--- config.mk ---
export PLATFORM = sky130hd
export DESIGN_NAME = gregorian_day_number_converter_flat
export DESIGN_NICKNAME = d
export VERILOG_FILES = /design/src/rtl/gdnc_pkg.sv /design/src/rtl/gdnc_req_if.sv /design/src/rtl/gdnc_rsp_if.sv /design/src/rtl/gregorian_day_number_converter.sv /design/src/rtl/gdnc_pipe_ctl.sv /design/src/flat_wrapper.sv
export SDC_FILE = /design/constraint.sdc
export NUM_CORES = 2
export LEC_CHECK = 0
export BUFFER_PORTS_ARGS = -buffer_cell sky130_fd_sc_hd__clkbuf_2
export CORE_MARGIN = 10
export CORE_UTILIZATION = 64
export DETAILED_ROUTE_END_ITERATION = 8
export GPL_ROUTABILITY_DRIVEN = 0
export PLACE_DENSITY = 0.86
export RECOVER_POWER = 100
export SLEW_MARGIN = 20
export SYNTH_ARGS = -nofsm -noshare
export SYNTH_HDL_FRONTEND = slang
export SYNTH_SLANG_ARGS = --single-unit
export TNS_END_PERCENT = 1
--- constraint.sdc ---
create_clock -name clock -period 15.9 [get_ports clock]
set_input_delay 3.18 -clock clock [delete_from_list [all_inputs] [get_ports clock]]
set_output_delay 3.18 -clock clock [all_outputs]
set_load 0.1 [all_outputs]
--- src/rtl/gdnc_pkg.sv ---
// gdnc_pkg: widths, calendar constants, pipeline item type and helper functions
// for the gregorian day number converter; no dependencies
`default_nettype none

package gdnc_pkg;

   localparam int MAX_YEAR_DEF = 9999;

   localparam int REQ_YEAR_W = 14;
   localparam int YEAR_W     = 15;
   localparam int MONTH_W    = 4;
   localparam int DAY_W      = 5;
   localparam int JD_W       = 23;
   localparam int DN_W       = 25;
   localparam int DOY_W      = 9;

   localparam int N_STAGES = 13;

   localparam int EPOCH_BASE = 1721425;
   localparam logic [DN_W-1:0] FIRST_DN = DN_W'(EPOCH_BASE + 1);

   localparam int DAYS_400 = 146097;
   localparam int DAYS_100 = 36524;
   localparam int DAYS_4   = 1461;
   localparam int DAYS_1   = 365;

   // reciprocals for constant division, quotient taken from the product high bits
   localparam int RECIP_400 = 7349;
   localparam int SH_400    = 30;
   localparam int RECIP_4   = 2870;
   localparam int SH_4      = 22;
   localparam int RECIP_100 = 5243;
   localparam int SH_100    = 19;
   localparam int RECIP_MON = 5715;
   localparam int SH_MON    = 21;

   typedef enum logic {
      DIR_TO_NUMBER = 1'b0,
      DIR_TO_DATE   = 1'b1
   } dir_type;

   typedef struct packed {
      logic                     dir;
      logic                     err;
      logic [YEAR_W-1:0]        year;
      logic [MONTH_W-1:0]       month;
      logic [DAY_W-1:0]         day;
      logic [JD_W-1:0]          jd;
      logic [JD_W-1:0]          rem;
      logic [REQ_YEAR_W-1:0]    p;
      logic [8:0]               cent;
      logic [5:0]               n400;
      logic [2:0]               n100;
      logic [4:0]               n4;
      logic [23:0]              prod;
      logic [JD_W-1:0]          ys;
      logic                     leap;
      logic [8:0]               prior;
      logic signed [10:0]       doy;
      logic [12:0]              num;
      logic [DN_W-1:0]          dn;
      logic [DOY_W-1:0]         ord;
   } item_type;

   typedef struct packed {
      logic [N_STAGES-1:0] en;
      logic [N_STAGES-1:0] valid;
   } pipe_ctl_type;

   // days before the first of month m in a common year, formula extended to all codes
   function automatic logic signed [9:0] month_base(input logic [MONTH_W-1:0] m);
      logic signed [9:0] r;
      case (m)
         4'd0:    r = -10'sd31;
         4'd1:    r = 10'sd0;
         4'd2:    r = 10'sd31;
         4'd3:    r = 10'sd59;
         4'd4:    r = 10'sd90;
         4'd5:    r = 10'sd120;
         4'd6:    r = 10'sd151;
         4'd7:    r = 10'sd181;
         4'd8:    r = 10'sd212;
         4'd9:    r = 10'sd243;
         4'd10:   r = 10'sd273;
         4'd11:   r = 10'sd304;
         4'd12:   r = 10'sd334;
         4'd13:   r = 10'sd365;
         4'd14:   r = 10'sd396;
         default: r = 10'sd426;
      endcase
      return r;
   endfunction

   // day number of december 31 of the given year
   function automatic int last_day_number(input int max_year);
      int p;
      int ly;
      p  = max_year - 1;
      ly = ((max_year % 4 == 0) && ((max_year % 100 != 0) || (max_year % 400 == 0))) ? 1 : 0;
      return EPOCH_BASE + 365 * p + p / 4 - p / 100 + p / 400 + 365 + ly;
   endfunction

endpackage

`default_nettype wire

--- src/rtl/gdnc_req_if.sv ---
// gdnc_req_if: request channel, valid/ready with one conversion request
// depends on gdnc_pkg
`default_nettype none

interface gdnc_req_if import gdnc_pkg::*; ();
   logic                    valid;
   logic                    ready;
   logic                    req_type;
   logic [REQ_YEAR_W-1:0]   in_year;
   logic [MONTH_W-1:0]      in_month;
   logic [DAY_W-1:0]        in_day;
   logic [JD_W-1:0]         in_day_number;

   modport source (
      output valid, req_type, in_year, in_month, in_day, in_day_number,
      input  ready
   );

   modport sink (
      input  valid, req_type, in_year, in_month, in_day, in_day_number,
      output ready
   );
endinterface

`default_nettype wire

--- src/rtl/gdnc_rsp_if.sv ---
// gdnc_rsp_if: response channel, valid/ready with one converted date
// depends on gdnc_pkg
`default_nettype none

interface gdnc_rsp_if import gdnc_pkg::*; ();
   logic                    valid;
   logic                    ready;
   logic [JD_W-1:0]         day_number;
   logic [REQ_YEAR_W-1:0]   out_year;
   logic [MONTH_W-1:0]      out_month;
   logic [DAY_W-1:0]        out_day;
   logic [DOY_W-1:0]        day_of_year;
   logic                    is_leap;
   logic                    range_error;

   modport source (
      output valid, day_number, out_year, out_month, out_day, day_of_year, is_leap,
             range_error,
      input  ready
   );

   modport sink (
      input  valid, day_number, out_year, out_month, out_day, day_of_year, is_leap,
             range_error,
      output ready
   );
endinterface

`default_nettype wire

--- src/rtl/gregorian_day_number_converter.sv ---
// Converts a proleptic Gregorian date to a whole day number (0001-01-01 = 1721426) or a
// day number back to a date, chosen per transfer by req_type. Thirteen register stages,
// one transfer per cycle sustained while the response is taken; each stage holds its item
// while the one after it is full and does not load, so a stalled response costs no items
// already in flight and empty stages still fill. The stage depth is set by the divider chain of
// the day-number direction (by 146097 and 1461 as reciprocal multiplies with one
// correction each, by 36524 and 365 as compare chains) followed by the leap test and the
// month lookup. A year of 0 or
// beyond MAX_YEAR, or a day number outside 0001-01-01 .. MAX_YEAR-12-31, returns
// range_error with every other field zero. Month and day are not checked.
// depends on gdnc_pkg, gdnc_req_if, gdnc_rsp_if, gdnc_pipe_ctl
`default_nettype none

module gregorian_day_number_converter import gdnc_pkg::*; #(
   parameter int MAX_YEAR = MAX_YEAR_DEF
) (
   input wire logic  clock,
   input wire logic  reset,
   gdnc_req_if.sink  req_ch,
   gdnc_rsp_if.source rsp_ch
);

   localparam logic [DN_W-1:0] LAST_DN = DN_W'(last_day_number(MAX_YEAR));

   pipe_ctl_type ctl;
   item_type     st_ff [N_STAGES];
   item_type     st_in [N_STAGES];

   logic [35:0]        s1_prod;
   logic [27:0]        s1_cprod;
   logic [23:0]        s3_r0;
   logic [23:0]        s3_r1;
   logic               s3_fix;
   logic [17:0]        s4_d1;
   logic [17:0]        s4_sub;
   logic [2:0]         s4_n100;
   logic [27:0]        s5_prod;
   logic [15:0]        s6_r0;
   logic [15:0]        s6_r1;
   logic               s6_fix;
   logic [10:0]        s7_d3;
   logic [10:0]        s7_sub;
   logic [10:0]        s7_rem;
   logic [2:0]         s7_n1;
   logic               s7_last;
   logic [YEAR_W-1:0]  s7_y;
   logic [27:0]        s8_prod;
   logic [15:0]        s9_hund;
   logic signed [9:0]  s10_mb;
   logic               s10_adj;
   logic [1:0]         s10_corr;
   logic [25:0]        s11_prod;
   logic signed [9:0]  s12_mb;
   logic               s12_adj;
   logic [9:0]         s12_day;

   gdnc_pipe_ctl u_ctl (
      .clock     (clock),
      .reset     (reset),
      .in_valid  (req_ch.valid),
      .in_ready  (req_ch.ready),
      .out_ready (rsp_ch.ready),
      .ctl       (ctl)
   );

   // request capture, range check and offset from the first day
   always_comb begin
      st_in[0]       = '0;
      st_in[0].dir   = req_ch.req_type;
      st_in[0].year  = {1'b0, req_ch.in_year};
      st_in[0].month = req_ch.in_month;
      st_in[0].day   = req_ch.in_day;
      st_in[0].jd    = req_ch.in_day_number;
      st_in[0].p     = req_ch.in_year - REQ_YEAR_W'(1);
      st_in[0].rem   = req_ch.in_day_number - JD_W'(FIRST_DN);
      if (req_ch.req_type == DIR_TO_DATE) begin
         st_in[0].err = ({2'b0, req_ch.in_day_number} < FIRST_DN) ||
                        ({2'b0, req_ch.in_day_number} > LAST_DN);
      end else begin
         st_in[0].err = (req_ch.in_year == '0) ||
                        ({3'b0, req_ch.in_year} > 17'(MAX_YEAR));
      end
   end

   // 400-year estimate, centuries before the year
   always_comb begin
      s1_prod       = 36'(st_ff[0].rem) * 36'(RECIP_400);
      s1_cprod      = 28'(st_ff[0].p) * 28'(RECIP_100);
      st_in[1]      = st_ff[0];
      st_in[1].n400 = s1_prod[SH_400 +: 6];
      st_in[1].cent = s1_cprod[SH_100 +: 9];
   end

   // days in whole 400-year blocks, days before january 1
   always_comb begin
      st_in[2]      = st_ff[1];
      st_in[2].prod = 24'(st_ff[1].n400) * 24'(DAYS_400);
      st_in[2].ys   = 23'(st_ff[1].p) * 23'(DAYS_1) + 23'(st_ff[1].p[REQ_YEAR_W-1:2])
                    - 23'(st_ff[1].cent) + 23'(st_ff[1].cent[8:2]);
   end

   // 400-year remainder with correction
   always_comb begin
      s3_r0         = {1'b0, st_ff[2].rem} - st_ff[2].prod;
      s3_r1         = s3_r0 - 24'(DAYS_400);
      s3_fix        = s3_r0 >= 24'(DAYS_400);
      st_in[3]      = st_ff[2];
      st_in[3].rem  = s3_fix ? s3_r1[JD_W-1:0] : s3_r0[JD_W-1:0];
      st_in[3].n400 = st_ff[2].n400 + 6'(s3_fix);
   end

   // centuries within the block, the last day of the block counts as a fourth
   always_comb begin
      s4_d1 = st_ff[3].rem[17:0];
      if (s4_d1 >= 18'(4 * DAYS_100)) begin
         s4_n100 = 3'd4;
         s4_sub  = 18'(4 * DAYS_100);
      end else if (s4_d1 >= 18'(3 * DAYS_100)) begin
         s4_n100 = 3'd3;
         s4_sub  = 18'(3 * DAYS_100);
      end else if (s4_d1 >= 18'(2 * DAYS_100)) begin
         s4_n100 = 3'd2;
         s4_sub  = 18'(2 * DAYS_100);
      end else if (s4_d1 >= 18'(DAYS_100)) begin
         s4_n100 = 3'd1;
         s4_sub  = 18'(DAYS_100);
      end else begin
         s4_n100 = 3'd0;
         s4_sub  = '0;
      end
      st_in[3+1]      = st_ff[3];
      st_in[3+1].n100 = s4_n100;
      st_in[3+1].rem  = JD_W'(s4_d1 - s4_sub);
   end

   // 4-year estimate
   always_comb begin
      s5_prod     = 28'(st_ff[4].rem[15:0]) * 28'(RECIP_4);
      st_in[5]    = st_ff[4];
      st_in[5].n4 = s5_prod[SH_4 +: 5];
   end

   // 4-year remainder with correction
   always_comb begin
      s6_r0        = st_ff[5].rem[15:0] - 16'(16'(st_ff[5].n4) * 16'(DAYS_4));
      s6_r1        = s6_r0 - 16'(DAYS_4);
      s6_fix       = s6_r0 >= 16'(DAYS_4);
      st_in[6]     = st_ff[5];
      st_in[6].rem = JD_W'(s6_fix ? s6_r1 : s6_r0);
      st_in[6].n4  = st_ff[5].n4 + 5'(s6_fix);
   end

   // single years, year assembly and days before the date within its year
   always_comb begin
      s7_d3 = st_ff[6].rem[10:0];
      if (s7_d3 >= 11'(4 * DAYS_1)) begin
         s7_n1  = 3'd4;
         s7_sub = 11'(4 * DAYS_1);
      end else if (s7_d3 >= 11'(3 * DAYS_1)) begin
         s7_n1  = 3'd3;
         s7_sub = 11'(3 * DAYS_1);
      end else if (s7_d3 >= 11'(2 * DAYS_1)) begin
         s7_n1  = 3'd2;
         s7_sub = 11'(2 * DAYS_1);
      end else if (s7_d3 >= 11'(DAYS_1)) begin
         s7_n1  = 3'd1;
         s7_sub = 11'(DAYS_1);
      end else begin
         s7_n1  = 3'd0;
         s7_sub = '0;
      end
      s7_rem  = s7_d3 - s7_sub;
      s7_last = (st_ff[6].n100 == 3'd4) || (s7_n1 == 3'd4);
      s7_y    = YEAR_W'(st_ff[6].n400) * YEAR_W'(400) + YEAR_W'(st_ff[6].n100) * YEAR_W'(100)
              + YEAR_W'({st_ff[6].n4, 2'b00}) + YEAR_W'(s7_n1) + {14'b0, ~s7_last};
      st_in[7] = st_ff[6];
      if (st_ff[6].dir == DIR_TO_DATE) begin
         st_in[7].year  = s7_y;
         st_in[7].prior = s7_last ? 9'(DAYS_1) : s7_rem[8:0];
      end
   end

   // century of the year
   always_comb begin
      s8_prod       = 28'(st_ff[7].year) * 28'(RECIP_100);
      st_in[8]      = st_ff[7];
      st_in[8].cent = s8_prod[SH_100 +: 9];
   end

   // leap year
   always_comb begin
      s9_hund       = 16'(st_ff[8].cent) * 16'd100;
      st_in[9]      = st_ff[8];
      st_in[9].leap = (st_ff[8].year[1:0] == 2'b00) &&
                      (({1'b0, st_ff[8].year} != s9_hund) || (st_ff[8].cent[1:0] == 2'b00));
   end

   // ordinal day of the date, month numerator of the day number
   always_comb begin
      s10_mb   = month_base(st_ff[9].month);
      s10_adj  = st_ff[9].leap && (st_ff[9].month > 4'd2);
      s10_corr = (st_ff[9].prior < (st_ff[9].leap ? 9'd60 : 9'd59)) ? 2'd0 :
                 (st_ff[9].leap ? 2'd1 : 2'd2);
      st_in[10]     = st_ff[9];
      st_in[10].doy = {s10_mb[9], s10_mb} + 11'(s10_adj) + 11'(st_ff[9].day);
      st_in[10].num = 13'(10'(st_ff[9].prior) + 10'(s10_corr)) * 13'd12 + 13'd373;
   end

   // day number of the date, month of the day number
   always_comb begin
      s11_prod     = 26'(st_ff[10].num) * 26'(RECIP_MON);
      st_in[11]    = st_ff[10];
      st_in[11].dn = DN_W'(EPOCH_BASE) + DN_W'(st_ff[10].ys)
                   + {{(DN_W-11){st_ff[10].doy[10]}}, st_ff[10].doy};
      if (st_ff[10].dir == DIR_TO_DATE) begin
         st_in[11].month = s11_prod[SH_MON +: MONTH_W];
      end
   end

   // day of month and result assembly
   always_comb begin
      s12_mb    = month_base(st_ff[11].month);
      s12_adj   = st_ff[11].leap && (st_ff[11].month > 4'd2);
      s12_day   = 10'(st_ff[11].prior) + 10'd1 - s12_mb - 10'(s12_adj);
      st_in[12] = st_ff[11];
      if (st_ff[11].err) begin
         st_in[12].dn    = '0;
         st_in[12].year  = '0;
         st_in[12].month = '0;
         st_in[12].day   = '0;
         st_in[12].ord   = '0;
         st_in[12].leap  = 1'b0;
      end else if (st_ff[11].dir == DIR_TO_DATE) begin
         st_in[12].dn  = DN_W'(st_ff[11].jd);
         st_in[12].day = s12_day[DAY_W-1:0];
         st_in[12].ord = st_ff[11].prior + 9'd1;
      end else begin
         st_in[12].ord = st_ff[11].doy[DOY_W-1:0];
      end
   end

   always_ff @(posedge clock) begin
      for (int k = 0; k < N_STAGES; k++) begin
         if (ctl.en[k]) begin
            st_ff[k] <= st_in[k];
         end
      end
   end

   assign rsp_ch.valid       = ctl.valid[N_STAGES-1];
   assign rsp_ch.day_number  = st_ff[N_STAGES-1].dn[JD_W-1:0];
   assign rsp_ch.out_year    = st_ff[N_STAGES-1].year[REQ_YEAR_W-1:0];
   assign rsp_ch.out_month   = st_ff[N_STAGES-1].month;
   assign rsp_ch.out_day     = st_ff[N_STAGES-1].day;
   assign rsp_ch.day_of_year = st_ff[N_STAGES-1].ord;
   assign rsp_ch.is_leap     = st_ff[N_STAGES-1].leap;
   assign rsp_ch.range_error = st_ff[N_STAGES-1].err;

`ifndef NO_ASSERTIONS
   a_err_fields_zero: assert property (@(posedge clock) disable iff (reset)
      rsp_ch.valid && rsp_ch.range_error |->
         rsp_ch.day_number == '0 && rsp_ch.out_year == '0 && rsp_ch.out_month == '0 &&
         rsp_ch.out_day == '0 && rsp_ch.day_of_year == '0 && !rsp_ch.is_leap)
      else $error("range error response with non-zero fields");

   a_date_in_range: assert property (@(posedge clock) disable iff (reset)
      rsp_ch.valid && !rsp_ch.range_error && st_ff[N_STAGES-1].dir == DIR_TO_DATE |->
         rsp_ch.out_month >= 4'd1 && rsp_ch.out_month <= 4'd12 &&
         rsp_ch.out_day >= 5'd1 && rsp_ch.day_of_year >= 9'd1 &&
         rsp_ch.day_of_year <= 9'd366)
      else $error("decoded date outside calendar range");

   a_leap_div4: assert property (@(posedge clock) disable iff (reset)
      rsp_ch.valid && rsp_ch.is_leap |-> rsp_ch.out_year[1:0] == 2'b00)
      else $error("leap flag on a year not divisible by four");

   a_stage_hold: assert property (@(posedge clock) disable iff (reset)
      ctl.valid[N_STAGES-1] && !rsp_ch.ready |=> ctl.valid[N_STAGES-1] && !ctl.en[0] ||
         ctl.valid[N_STAGES-1])
      else $error("stalled response stage lost its item");
`endif

endmodule

`default_nettype wire

--- src/rtl/gdnc_pipe_ctl.sv ---
// gdnc_pipe_ctl: valid bits and per-stage load enables for the converter pipeline,
// a stage loads when empty or when the stage after it loads; depends on gdnc_pkg
`default_nettype none

module gdnc_pipe_ctl import gdnc_pkg::*; (
   input  wire logic    clock,
   input  wire logic    reset,
   input  wire logic    in_valid,
   output logic         in_ready,
   input  wire logic    out_ready,
   output pipe_ctl_type ctl
);

   logic [N_STAGES-1:0] valid_ff;
   logic [N_STAGES-1:0] valid_in;
   logic [N_STAGES-1:0] en;

   assign en[N_STAGES-1] = !valid_ff[N_STAGES-1] || out_ready;

   for (genvar k = 0; k < N_STAGES - 1; k++) begin : g_en
      assign en[k] = !valid_ff[k] || en[k+1];
   end

   assign valid_in = (en & {valid_ff[N_STAGES-2:0], in_valid}) | (~en & valid_ff);

   always_ff @(posedge clock) begin
      if (reset) begin
         valid_ff <= '0;
      end else begin
         valid_ff <= valid_in;
      end
   end

   assign in_ready  = en[0];
   assign ctl.en    = en;
   assign ctl.valid = valid_ff;

endmodule

`default_nettype wire

--- src/flat_wrapper.sv ---
// flat-port wrapper written by rule: the top's interface ports become plain ports
module gregorian_day_number_converter_flat import gdnc_pkg::*;
#(
   parameter int MAX_YEAR = MAX_YEAR_DEF
)
  (clock, reset, req_ch_valid, req_ch_req_type, req_ch_in_year, req_ch_in_month, req_ch_in_day, req_ch_in_day_number, req_ch_ready, rsp_ch_valid, rsp_ch_day_number, rsp_ch_out_year, rsp_ch_out_month, rsp_ch_out_day, rsp_ch_day_of_year, rsp_ch_is_leap, rsp_ch_range_error, rsp_ch_ready);
  gdnc_req_if req_ch_i ();
  gdnc_rsp_if rsp_ch_i ();
  input wire logic clock;
  input wire logic reset;
  input wire logic [$bits(req_ch_i.valid)-1:0] req_ch_valid;
  input wire logic [$bits(req_ch_i.req_type)-1:0] req_ch_req_type;
  input wire logic [$bits(req_ch_i.in_year)-1:0] req_ch_in_year;
  input wire logic [$bits(req_ch_i.in_month)-1:0] req_ch_in_month;
  input wire logic [$bits(req_ch_i.in_day)-1:0] req_ch_in_day;
  input wire logic [$bits(req_ch_i.in_day_number)-1:0] req_ch_in_day_number;
  output wire logic [$bits(req_ch_i.ready)-1:0] req_ch_ready;
  output wire logic [$bits(rsp_ch_i.valid)-1:0] rsp_ch_valid;
  output wire logic [$bits(rsp_ch_i.day_number)-1:0] rsp_ch_day_number;
  output wire logic [$bits(rsp_ch_i.out_year)-1:0] rsp_ch_out_year;
  output wire logic [$bits(rsp_ch_i.out_month)-1:0] rsp_ch_out_month;
  output wire logic [$bits(rsp_ch_i.out_day)-1:0] rsp_ch_out_day;
  output wire logic [$bits(rsp_ch_i.day_of_year)-1:0] rsp_ch_day_of_year;
  output wire logic [$bits(rsp_ch_i.is_leap)-1:0] rsp_ch_is_leap;
  output wire logic [$bits(rsp_ch_i.range_error)-1:0] rsp_ch_range_error;
  input wire logic [$bits(rsp_ch_i.ready)-1:0] rsp_ch_ready;
  assign req_ch_i.valid = req_ch_valid;
  assign req_ch_i.req_type = req_ch_req_type;
  assign req_ch_i.in_year = req_ch_in_year;
  assign req_ch_i.in_month = req_ch_in_month;
  assign req_ch_i.in_day = req_ch_in_day;
  assign req_ch_i.in_day_number = req_ch_in_day_number;
  assign req_ch_ready = req_ch_i.ready;
  assign rsp_ch_valid = rsp_ch_i.valid;
  assign rsp_ch_day_number = rsp_ch_i.day_number;
  assign rsp_ch_out_year = rsp_ch_i.out_year;
  assign rsp_ch_out_month = rsp_ch_i.out_month;
  assign rsp_ch_out_day = rsp_ch_i.out_day;
  assign rsp_ch_day_of_year = rsp_ch_i.day_of_year;
  assign rsp_ch_is_leap = rsp_ch_i.is_leap;
  assign rsp_ch_range_error = rsp_ch_i.range_error;
  assign rsp_ch_i.ready = rsp_ch_ready;
  gregorian_day_number_converter #(.MAX_YEAR(MAX_YEAR)) u_core (.clock(clock), .reset(reset), .req_ch(req_ch_i), .rsp_ch(rsp_ch_i));
endmodule
After elaboration in Yosys (flattened, before gate mapping) --
Memories as Yosys holds them, arrays and structs flattened. Cells that the tools add are included. W data, S select, Z words.
Storage, ports and cells: register bits 13, bits in latches 0, bits in writable memories 2912, bits in read-only memories 320, input bits 51, output and inout port bits 59, memories 3
Memories:
- u_core.st_ff | depth 13, bits a word 224, read ports 13, clocked after memory_dff 0, wr ports 13, RTL line gregorian_day_number_converter.sv:26 | item_type st_ff [N_STAGES];
- (no name shown) | depth 16, bits a word 10, read ports 1, clocked after memory_dff 0, wr ports 0, RTL line gdnc_pkg.sv:73 | case (m)
- (no name shown) | depth 16, bits a word 10, read ports 1, clocked after memory_dff 0, wr ports 0, RTL line gdnc_pkg.sv:73
Operators by class: add/sub/neg operators 27, $mul 12, div/mod/pow operators 0, order comparisons 16, equal/unequal tests 3, shift operators 0, muxes and demuxes 59, bitwise logic cells 5, reductions and logical operators 36
Operator list (number):
- $mux W9 | 7
- $mux W18 | 3
- $ge A18 B17 Y1 const B | 2
- $mul A23 B13 Y36 const B | 1
- $mux W34 | 1
- $mux W16 | 2
- $mux W1 | 30
- $mul A15 B13 Y28 const B | 1
- $mul A14 B13 Y27 const B | 1
- $and A13 B13 Y13 | 2
- $mul A16 B11 Y26 const B | 1
- $add A25 B25 Y25 | 1
- $mul A13 B13 Y25 const B | 1
- $mux W25 | 1
- $add A21 B23 Y24 const A | 1
- $ge A24 B18 Y1 const B | 1
- $mul A6 B18 Y24 const B | 1
- $sub A23 B24 Y24 | 1
- $add A23 B12 Y23 | 1
- $add A23 B7 Y23 | 1
- $gt A23 B23 Y1 const B | 1
- $lt A23 B21 Y1 const B | 1
- $mul A14 B9 Y23 const B | 1
- $mux W23 | 1
- other kinds (52) | 94

Depth between registers and ports, before layout --
depth in word-level cells 17, depth in mapped cells 23, depth with buffers taken out 22

By module --
A second synthesis with hierarchy kept.
Unflattened totals: cell total of the unflattened synthesis 5130, area, all modules 70465.1 um^2
Modules (own cells, without submodules):
- gregorian_day_number_converter | instances 1, cells each 5064, area each 69860.8 um^2
- gdnc_pipe_ctl | instances 1, cells each 66, area each 604.3 um^2

Least setup slack after synthesis --
No wires, ideal clock.
path type input-to-output, start input port rsp_ch_ready, end output port req_ch_ready, arrival 10.634 ns, required time 12.720 ns, slack 2.086 ns, cell stages on the path 10, buffers on the path 1, cell sequence nor2b_1 -> and2_1 -> inv_1 -> nor2_1 -> and2_1 -> and3_1 -> and2_1 -> clkbuf_1 -> nand4_1 -> or2_2
RTL lines:
- from (decl) | RTL line flat_wrapper.sv:26 | input wire logic [$bits(rsp_ch_i.ready)-1:0] rsp_ch_ready;
- to (decl) | RTL line flat_wrapper.sv:17 | output wire logic [$bits(req_ch_i.ready)-1:0] req_ch_ready;

==> impl_metrics.json <==
{
  "post_cts_buffers": 0,
  "setup_ws_ns": 4.14,
  "async_flop_share_pct": 0,
  "dp_hpwl_mm": 98.5,
  "cp_max_fo": 35,
  "synth_flop_cell": "edfxtp_1",
  "worst_path_most_repeated_cell": "and2_0",
  "wl_per_cell_um": 19.9,
  "finalNetCount": 6721,
  "crit_type": "in -> out",
  "synth_edf_count": 1191,
  "die_w_um": 352,
  "die_h_um": 352,
  "yosys_warnings": 0,
  "drive_gt1_share_pct": 4.20,
  "cp_num_buf_inv": 4,
  "slew_headroom_pct": -198,
  "clkLatencyLatePin_ns": 0.74,
  "setup_tns_ns": 0,
  "ys_types": 89,
  "totalWireLength_mm": 138,
  "synthToLayoutAreaGrowth_pct": 7.87,
  "post-route-period-util_pct": 73.9,
  "crit_path_start_kind": "primary input",
  "rsz0062_at_grt": "no",
  "period_minus_slack_ns": 11.76,
  "die_area_um2": 124000,
  "cp_slowest_cell": "clkbuf_1",
  "cts.clk_slew.worst_paths_ns": 0.07,
  "post-place-cells": 6697,
  "finalNonFillerCells": 6910,
  "hp-class": "reg -> reg",
  "violations": "capacitance limit, slew limit",
  "numPortBuffers": 109,
  "cts_hold_buf": 0,
  "worstPathRequired_ns": 12.72,
  "core_area_um2": 109000,
  "largest_register_ffs": 1191,
  "via_count": 39300,
  "antenna_left": 0,
  "avgSynthCellArea_um2": 13.6,
  "grt-ovfl-total": 0,
  "hold_viol": 0,
  "arrival_ns": 8.58,
  "setup_viol_count_final": 0,
  "insertedDiodeCount": 0,
  "cp-end-kind": "primary output",
  "initial_core_util_pct": 64.7,
  "syn_inst": 5181,
  "cts_resized": 0,
  "drt-pass1-iter-count": 6,
  "drc": 0,
  "cts_buffers": 113,
  "path_cells": "clkbuf_2, nor2b_1, and2_0, clkinvlp_2, nor2_1, and2_0, and3_1, and2_0, nand4_1, clkbuf_1, or2_0, clkbuf_1",
  "synthTopCellsByArea": "edfxtp_1 51%, ha_1 15%, fa_1 14%",
  "finalClockSkew_ns": 0.0750,
  "synth_area_um2": 70600,
  "antenna_found_initial": 0,
  "stdcell_area_um2": 76200,
  "grt_max_degree": 84,
  "tightest_slew_ns": 4.48,
  "ys_seq_area_share_pct": 51.0,
  "top_register": "u_core.st_ff",
  "yosysTopAreaCellShare_pct": 50.6,
  "fmax_mhz": 85.0,
  "reg_top3": "u_core.st_ff (1191)",
  "clock_path_buffers": 3,
  "status": "finished, violations left",
  "synth_top_area_cell": "edfxtp_1",
  "boundaryPins": 110,
  "synth-seq-cells": 1204,
  "post-place-ws_ns": 6.03,
  "cts_root_buffer": "clkbuf_16",
  "synth_nets": 6566,
  "cts_tree": "yes",
  "grt_pass1_wl_mm": 222,
  "crit_family": "buffers and inverters",
  "clock-sinks": 1204,
  "slowest_delay_ns": 1.37,
  "cts_max_level": 3,
  "first_global_vias": 42100,
  "dr.first_iter.drc_count": 3250,
  "slew_violations": 1130,
  "grtUsageTotal_pct": 22.3,
  "fillerInstances": 6714,
  "num_rows": 121,
  "max_cap_violations": 16,
  "viasPerCell": 5.68,
  "dpl_cell_area_um2": 72600
}
[layer usage]
layer / part of all wire [%] / GRT usage, %
met1: 39 / 27.4
met2: 51 / 39.7
met3: 6.1 / 3.39
met4: 4.1 / 8.24
met5: 0 / 0
[cells in the final DEF, fill, tap and decap left out, drive strengths merged, types with 33 or more instances in the layout]
cell type and n:
inv 1002, nand3 60, xnor2 188, clkinv 48, o21ai 101, clkbuf 270
o21a 33, xor2 109, nor2b 45, nor3 64, nand2b 39, nor2 227
ha 856, nand2 116, mux2i 39, edfxtp 1191, a21o 69, a21oi 160
fa 478
[layout make-up]
class	count	area, um2	area share, %
clock buffers	145	3020	3.96
flip-flops and latches	1204	36000	47.3
clock inverters	68	769	1.01
repair buffers	126	492	0.646
inverters	1001	3760	4.94
well taps	1476	1850	2.42
multi-input cells	2890	30300	39.7
[final timing paths]
| path | endpoint | startpoint | slack [ns] | cells after the start |
|---|---|---|---|---|
| setup / recovery | req_ch_ready | rsp_ch_ready | 4.14 | 12 |
| setup reg to reg | u_core.st_ff[0][145]$_DFFE_PN_ | flop | 7.68 | 11 |
| hold / removal | u_core.st_ff[0][1333]$_DFFE_PN_ | u_core.st_ff[0][1109]$_DFFE_PN_ | 0.36 | 0 |
| hold reg to reg | u_core.st_ff[0][1333]$_DFFE_PN_ | u_core.st_ff[0][1109]$_DFFE_PN_ | 0.36 | 0 |
[cell families after synthesis]
kind of cell             share of synthesized area (%)
AND/OR/NAND/NOR                                   4.55
buffers and inverters                             6.10
AO/OA/AOI/OAI                                     5.00
XOR/XNOR                                          3.73
multiplexers                                     0.904
flip-flops                                        51.0
adder cells (fa/ha/maj)                           28.7
[Yosys cell counts, drive strengths merged (13+ instances only)]
master	n
xor2	109
nor2	227
a21o	69
buf	65
nand2	116
mux2	14
clkbuf	21
ha	856
o21bai	18
edfxtp	1191
inv	1001
or2	15
a211oi	30
xnor2	188
a21oi	160
o21ai	101
o211ai	18
dfxtp	13
nor4	13
or3	14
nand2b	39
o21a	33
and3	16
nand3	60
a31oi	14
nor2b	45
mux2i	39
nor3	64
fa	478
nand4	15
[stage by stage]
stage          util [%]  hold WS, ns
2_1_floorplan         -        0.400
4_1_cts            70.0        0.355
6_report           69.8        0.356
3_3_place_gp       66.5        0.401
5_1_grt            69.8        0.360
3_5_place_dp       66.5        0.405
Power is left out: the tool's default activity adds up to more than one toggle a clock period on the data nets, which glitch-free logic cannot reach.
